**src/design/lncc_pkg.sv**
```systemverilog
// Package for the windowed NCC dissimilarity unit.
// Holds the beat types, configuration register indexes and fixed-point constants.
// No dependencies.
package lncc_pkg;

  // Configuration port widths.
  localparam int CFG_IDX_W  = 3;
  localparam int CFG_DATA_W = 16;

  // Register indexes of the configuration port.
  typedef enum logic [CFG_IDX_W-1:0] {
    CFG_IMAGE_WIDTH  = 3'd0,
    CFG_IMAGE_HEIGHT = 3'd1,
    CFG_PLANE_COUNT  = 3'd2,
    CFG_HALF_X       = 3'd3,
    CFG_HALF_Y       = 3'd4,
    CFG_USE_MASK     = 3'd5
  } cfg_idx_e;

  // Fixed-point constants of the dissimilarity scaling.
  localparam logic [16:0] Q_ONE      = 17'd65536;
  localparam logic [7:0]  DISS_SCALE = 8'd255;
  localparam logic [15:0] Q_ROUND    = 16'd32768;

  // Input beat: one pixel pair and its mask bit.
  typedef struct packed {
    logic [7:0] cur_pixel;
    logic [7:0] prev_pixel;
    logic       mask_bit;
  } in_beat_t;

  // Output beat: one window centre and its dissimilarity.
  typedef struct packed {
    logic [9:0]  col;
    logic [15:0] row;
    logic [15:0] plane;
    logic [7:0]  dissimilarity;
  } out_beat_t;

endpackage

```
**src/design/lncc_root_div.sv**
```systemverilog
// Square root and division unit of the NCC dissimilarity block.
// Computes floor(sqrt(s1*s2)), then the Q16 correlation and its 0..255 scaling.
// Depends on lncc_pkg.
module lncc_root_div #(
  parameter int SW = 22
) (
  input  logic          clk_i,
  input  logic          rst_ni,
  input  logic          start_i,
  input  logic [SW-1:0] s1_i,
  input  logic [SW-1:0] s2_i,
  input  logic [SW-1:0] sp_i,
  output logic          done_o,
  output logic [7:0]    diss_o
);
  import lncc_pkg::*;

  localparam int NW  = 2 * SW;
  localparam int DW  = SW + 16;
  localparam int CNW = $clog2(DW + 1);

  typedef enum logic [1:0] {M_IDLE, M_SQRT, M_DIV, M_SCALE} mstate_e;

  mstate_e          state_q;
  logic [NW-1:0]    n_q, res_q, bit_q;
  logic [SW-1:0]    rem_q;
  logic [DW-1:0]    num_q;
  logic [CNW-1:0]   cnt_q;
  logic             done_q;
  logic [7:0]       diss_q;

  logic [NW-1:0]    trial;
  logic             sq_ge;
  logic [SW-1:0]    root;
  logic [SW:0]      dtrial;
  logic             dv_ge;
  logic             q_big;
  logic [16:0]      q_cap;
  logic [24:0]      scaled;

  // One square-root step: try to set the next result bit.
  assign trial = res_q + bit_q;
  assign sq_ge = (n_q >= trial);
  assign root  = res_q[SW-1:0];

  // One restoring division step.
  assign dtrial = {rem_q, num_q[DW-1]};
  assign dv_ge  = (dtrial >= {1'b0, root});

  // Cap the quotient at 1.0 and scale to 0..255 with rounding.
  assign q_big  = (|num_q[DW-1:17]) || (num_q[16:0] > Q_ONE);
  assign q_cap  = q_big ? Q_ONE : num_q[16:0];
  assign scaled = 25'(DISS_SCALE) * 25'(Q_ONE - q_cap) + 25'(Q_ROUND);

  // Sequencer of the root and divide iterations.
  always_ff @(posedge clk_i or negedge rst_ni) begin
    if (!rst_ni) begin
      state_q <= M_IDLE;
      n_q     <= '0;
      res_q   <= '0;
      bit_q   <= '0;
      rem_q   <= '0;
      num_q   <= '0;
      cnt_q   <= '0;
      done_q  <= 1'b0;
      diss_q  <= '0;
    end else begin
      done_q <= (state_q == M_SCALE);
      case (state_q)
        M_IDLE: begin
          if (start_i) begin
            n_q     <= s1_i * s2_i;
            res_q   <= '0;
            bit_q   <= NW'(1) << (NW - 2);
            state_q <= M_SQRT;
          end
        end
        M_SQRT: begin
          if (sq_ge) begin
            n_q   <= n_q - trial;
            res_q <= (res_q >> 1) + bit_q;
          end else begin
            res_q <= res_q >> 1;
          end
          bit_q <= bit_q >> 2;
          if (bit_q[0]) begin
            rem_q   <= '0;
            num_q   <= {sp_i, 16'd0};
            cnt_q   <= CNW'(DW);
            state_q <= M_DIV;
          end
        end
        M_DIV: begin
          rem_q <= dv_ge ? dtrial[SW-1:0] - root : dtrial[SW-1:0];
          num_q <= {num_q[DW-2:0], dv_ge};
          cnt_q <= cnt_q - 1'b1;
          if (cnt_q == CNW'(1)) begin
            state_q <= M_SCALE;
          end
        end
        M_SCALE: begin
          diss_q  <= scaled[23:16];
          state_q <= M_IDLE;
        end
        default: state_q <= M_IDLE;
      endcase
    end
  end

  assign done_o = done_q;
  assign diss_o = diss_q;

endmodule

```
**config.mk**
```make
export PLATFORM = sky130hd
export DESIGN_NAME = lncc_root_div
export DESIGN_NICKNAME = d
export VERILOG_FILES = /design/src/design/lncc_pkg.sv /design/src/design/lncc_root_div.sv
export SDC_FILE = /design/constraint.sdc
export NUM_CORES = 2
export LEC_CHECK = 0
export BUFFER_PORTS_ARGS = -buffer_cell sky130_fd_sc_hd__buf_2
export CAP_MARGIN = 10
export CORE_MARGIN = 2
export CORE_UTILIZATION = 54
export CTS_BUF_LIST = sky130_fd_sc_hd__clkbuf_8
export DETAILED_ROUTE_END_ITERATION = 6
export PLACE_DENSITY = 0.7
export SLEW_MARGIN = 5
export SYNTH_ARGS = -nofsm -noshare
export SYNTH_HDL_FRONTEND = slang
export SYNTH_SLANG_ARGS = --single-unit
```
**constraint.sdc**
```tcl
create_clock -name clk_i -period 10.19 [get_ports clk_i]
set_input_delay 0.5095 -clock clk_i [delete_from_list [all_inputs] [get_ports clk_i]]
set_output_delay 0.5095 -clock clk_i [all_outputs]
set_load 0.01 [all_outputs]
```
; ---- Yosys cells after proc, flatten, opt, wreduce, memory -nomap -nowiden
; Cells that the tools add are included.
; Widths: inputs -> output; s select.
[word_totals]
reg_bits = 209
output_inout_bits = 9
[classes]
addsub = 7
n_mul = 2
magnitude_cmp = 3
n_eq_ne = 8
n_mux = 20
n_reduce_logical = 9
[ops]
columns = operator, n
row1 = $pmux 44 s2, 3
row2 = $mux 44, 5
row3 = $pmux 38 s2, 1
row4 = $add 43x44->44, 1
row5 = $add 44x44->44, 1
row6 = $ge 44x44->1, 1
row7 = $mul 22x22->44, 1
row8 = $mux 22, 2
row9 = $pmux 22 s2, 1
row10 = $sub 44x44->44, 1
row11 = $mux 38, 1
row12 = $add 24x16->24 const B, 1
row13 = $mul 9x18->24 const A, 1
row14 = $ge 23x22->1, 1
row15 = $sub 22x22->22, 1
row16 = $reduce_or 21->1, 1
row17 = $sub 17x17->18 const A, 1
row18 = $gt 17x17->1 const B, 1
row19 = $mux 17, 1
row20 = $pmux 6 s2, 1
row21 = $ne 2x2->1 const B, 4
row22 = $pmux 2 s4, 1
row23 = $eq 6x1->1 const B, 1
row24 = $mux 2, 3
row25 = 9 further kinds, 13

; ---- Longest topological paths before layout
[depth]
word_depth = 6
depth_mapped = 34

; ---- Least setup slack after synthesis
; No wires, ideal clock.
[synth_timing]
path_kind = register to register
start = register num_q[2]
end = register diss_q[7] (netlist: diss_o[7])
arrival_ns = 7.444
path_slack_ns = 2.622
path_stages_with_launch = 32
path_cell_list = dfrtp_1 -> buf_6 -> nor4_4 -> nand3_2 -> o31a_1 -> nor2_1 -> buf_2 -> buf_2 -> and2_1 -> inv_1 -> ha_1 -> clkbuf_8 -> clkbuf_1 -> nand3_1 -> o21ai_0 -> a21o_1 -> fa_1 -> fa_1 -> fa_1 -> fa_1 -> ha_1 -> ha_1 -> a21o_1 -> a21o_1 -> a221o_2 -> a21oi_1 -> a211oi_2 -> nor2_2 -> o2111ai_2 -> o31ai_1 -> xnor2_1 -> mux2_2
[synth_via]
elab_chain_len = 6
[synth_rtl]
columns = item, line_no
row1 = start: declaration, lncc_root_div.sv:27  ; logic [DW-1:0] num_q;
row2 = start signal: assignment, lncc_root_div.sv:88  ; num_q <= {sp_i, 16'd0};
row3 = start signal: assignment, lncc_root_div.sv:95  ; num_q <= {num_q[DW-2:0], dv_ge};
row4 = $gt 17x17->1, lncc_root_div.sv:51  ; assign q_big = (|num_q[DW-1:17]) || (num_q[16:0] > Q_ONE);
row5 = $logic_or 1x1->1, lncc_root_div.sv:51
row6 = $mux 17 (*), lncc_root_div.sv:52  ; assign q_cap = q_big ? Q_ONE : num_q[16:0];
row7 = $sub 17x17->18 (*), lncc_root_div.sv:53  ; assign scaled = 25'(DISS_SCALE) * 25'(Q_ONE - q_cap) + 25'(Q_ROUND);
row8 = $mul 9x18->24 (*), lncc_root_div.sv:53
row9 = $add 24x16->24 (*), lncc_root_div.sv:53
row10 = end signal: assignment, lncc_root_div.sv:102  ; diss_q <= scaled[23:16];
row11 = end: declaration, lncc_root_div.sv:30  ; logic [7:0] diss_q;
; Every way passes the cells marked *; elsewhere a longest branch is shown, timed or not.
; A chain may end at the register's enable or synchronous reset.

; ---- Final worst setup path
; Ends and elaborated chain as after synthesis.

==> impl_results.md <==
* Die area at 63870 sq um
* Post-CTS Setup Inserts at 0
* RR Endpoint: diss_o[7]
* Post-Syn Area at 33410 sq um
* Post-synth EDFFs at 0
* Delay-heaviest family, CP: adder cells
* Most frequent CP cell: ha_1
* Status: finished, final reports clean
* Post-synthesis compound-gate area fraction at 13.84%
* Placed instance count at 4552
* Setup Skew at 0.02390 ns
* Clock Latency Late Sink at 0.53 ns
* Tmin final at 8.142 ns
* # rows at 91
* Detailed router's first-iteration violation count at 1662
* Post-Synth XOR/XNOR Area at 5.322%
* Register area at 4679 sq um
* Setup_tns at 0 ns
* Most common cell in the netlist: nand2_1
* Inserted Clock Buffers at 17
* Max Clk Rate at 122.8 MHz
* Fraction of registers with async set/reset at 100.0%
* FF-to-FF setup slack at 2.05 ns
* Clk slew on worst S/H paths at 0.11 ns
* RSZ-0062 raised after global routing: false
* Antenna violations before repair at 1
* Clock tree buffer depth at 2
* Post-placement setup slack at 2.103 ns
* CP Buf/Inv Count at 4
* Least-Margin Pin Slew at 1.079 ns
* Final period util at 79.90%
* Post-synth top area cell: fa_1
* CTS Sinks at 187
* Critical path class: register to register
* Core area at 61480 sq um
* Synthesized area per cell at 8.672 sq um
* Multi-input gate area at 26050 sq um
* Hold Path Class: primary input to async pin
* Worst Setup SP: num_q[2]
* CP required at 10.61 ns
* Non-filler cells, final at 4585
* TritonCTS clock tree: yes
* Post-synthesis mux area share at 1.805%
* Via count of the routed design at 25830
* DRC Markers at 0
* Global-route wire length before repair at 132300 um
* Crit-path max cell delay at 0.56 ns
* Critical R2R Launch: num_q[2]
* Largest family of logic cells by synthesized area: adder cells
* Post-synthesis adder-cell area fraction at 40.75%
* Max cap viols at 0
* Root buffer cell: clkbuf_8
* WL per Instance at 16.85 um
* Synth Area in Simple Gates at 16.09%
* Post-synth top area share at 28.11%
* Critical Path Source Type: register
* Final Hold Viols at 0
* Synth warnings at 0
* Number of global-route vias before repair at 26330
* Syn Inst Count at 3852
* DR pass1 iterations at 5
* Slew Viols, Final at 0
* Grt total ovfl at 0
* Die Wd at 252.7 um
* Final setup margin at 2.048 ns
* Area added between synthesis and finish at 3.584%
* Final Core Density at 56.28%
* Area contributors post-synth: fa_1 (28%), dfrtp_1 (14%), ha_1 (13%), nand2_1 (6.6%), inv_1 (5.9%)
* Vias per cell at 5.634
* FILL cells at 5498
* Top FF cell, synth: dfrtp_1
* DPL Wire Length at 61820 um
* Die Height at 252.7 um
* Sequential element share of the synthesized area at 14.01%
* Reg2Reg Depth at 30
* I/O pin cnt at 78
* Number of antenna-violating nets in the routed design at 0
* I/O Buffers at 77
* Worst setup EP type: register
* Yosys cell types at 97
* Slowest CP cell: fa_1
* CTS Hold Bufs at 0
* Register bit total from synthesis at 187
* Final setup violation count at 0
* Crit path DAT at 8.56 ns
* GPL Wtd Cong at 0.8861
* NumNets Final at 4656
* ANT cells at 0
* Largest net degree at the start of global routing at 117
* GRT Total Usage at 25.39%
* Starting Density at 54.33%
* Top post-synthesis cells by count: nand2_1 (588), inv_1 (528), fa_1 (469)
* H-tree Lvls at 4
* DRT Wirelength at 77240 um
* Resized cells post-CTS at 0
* Proportion of layout cells with a drive suffix above 1 at 4.690%
* CP Max Fanout at 22
* Slew headroom at 28.04%
[layer usage]
| metal | part of all wire [%] | vias to the layer above | global-route usage [%] |
|---|---|---|---|
| li1 | - | 12400 | - |
| met1 | 48 | 12790 | 37.59 |
| met2 | 45 | 586 | 40.37 |
| met3 | 5.0 | 60 | 2.904 |
| met4 | 1.3 | 2 | 4.954 |
| met5 | 0.016 | - | 0 |
[kinds of logic (layout without fill, tap and decap cells)]
kind of cell | after synthesis | after routing
and+or+nand+nor | 1152 | 1152
adders and majority gates | 807 | 807
AOI/OAI and AO/OA | 732 | 732
buffers and inverters | 710 | 649
xor gates and xnor gates | 203 | 203
DFF | 187 | 187
muxes | 59 | 59
other | 2 | 6
[worst register-to-register path, delay by kind of cell (launching register included)]
kind	cells	cell delay, ns
buffers and inverters	4	0.45
adders and majority gates	7	2.76
AOI/OAI and AO/OA	8	1.79
DFF	1	0.51
and+or+nand+nor	8	1.87
muxes	1	0.27
xor gates and xnor gates	2	0.42
[metrics by stage]
stage	cell area, sq um	hold slack, ns
global route	34600	0.1705
global placement	34170	0.4707
detailed placement	34170	0.4816
floorplan	33420	0.2139
finish	34600	0.1008
CTS	34600	0.1272
[how the worst max path moves through the flow]
stage	end	slack (ns)	depth (start not counted)
after floorplan	diss_o[7]	2.62	31
after global placement	diss_o[6]	2.16	30
after detailed placement	diss_o[7]	2.10	30
after CTS	diss_o[7]	2.05	30
after global routing	diss_o[7]	1.46	30
final	diss_o[7]	2.05	30
[layout by cell type (no fill, tap or decap), types with 23 or more instances in the layout]
| cell | Yosys | layout |
|---|---|---|
| nand3_1 | 40 | 40 |
| dfrtp_1 | 187 | 187 |
| nand4_1 | 27 | 27 |
| nor2b_1 | 23 | 23 |
| ha_1 | 336 | 335 |
| fa_1 | 469 | 469 |
| o21bai_1 | 36 | 36 |
| xor2_1 | 78 | 78 |
| nor2_1 | 139 | 139 |
| a21oi_1 | 170 | 170 |
| o21ai_0 | 221 | 221 |
| inv_1 | 528 | 528 |
| nor3_1 | 24 | 24 |
| and2_1 | 218 | 218 |
| a31oi_1 | 48 | 48 |
| buf_2 | 14 | 76 |
| xnor2_1 | 125 | 125 |
| mux2i_1 | 49 | 48 |
| a21o_1 | 58 | 58 |
| nand2_1 | 588 | 588 |
[registers in the layout, indices dropped and copies added, names as in the netlist]
name and count:
state_q 2, cnt_q 6, rem_q 22, done_o 1, res_q 44, n_q 44, num_q 38, diss_o 8
bit_q 22
[cell type report]
cell class | instances | share of cell area, %
inverters | 529 | 5.738
multi-input cells | 2959 | 75.27
well taps | 790 | 2.857
repair buffers | 88 | 1.367
clock buffers | 18 | 0.7159
clock inverters | 14 | 0.5315
flip-flops and latches | 187 | 13.52
Power is not shown: default switching activity piles up to over one toggle a cycle in this logic, so the estimate is an artifact.
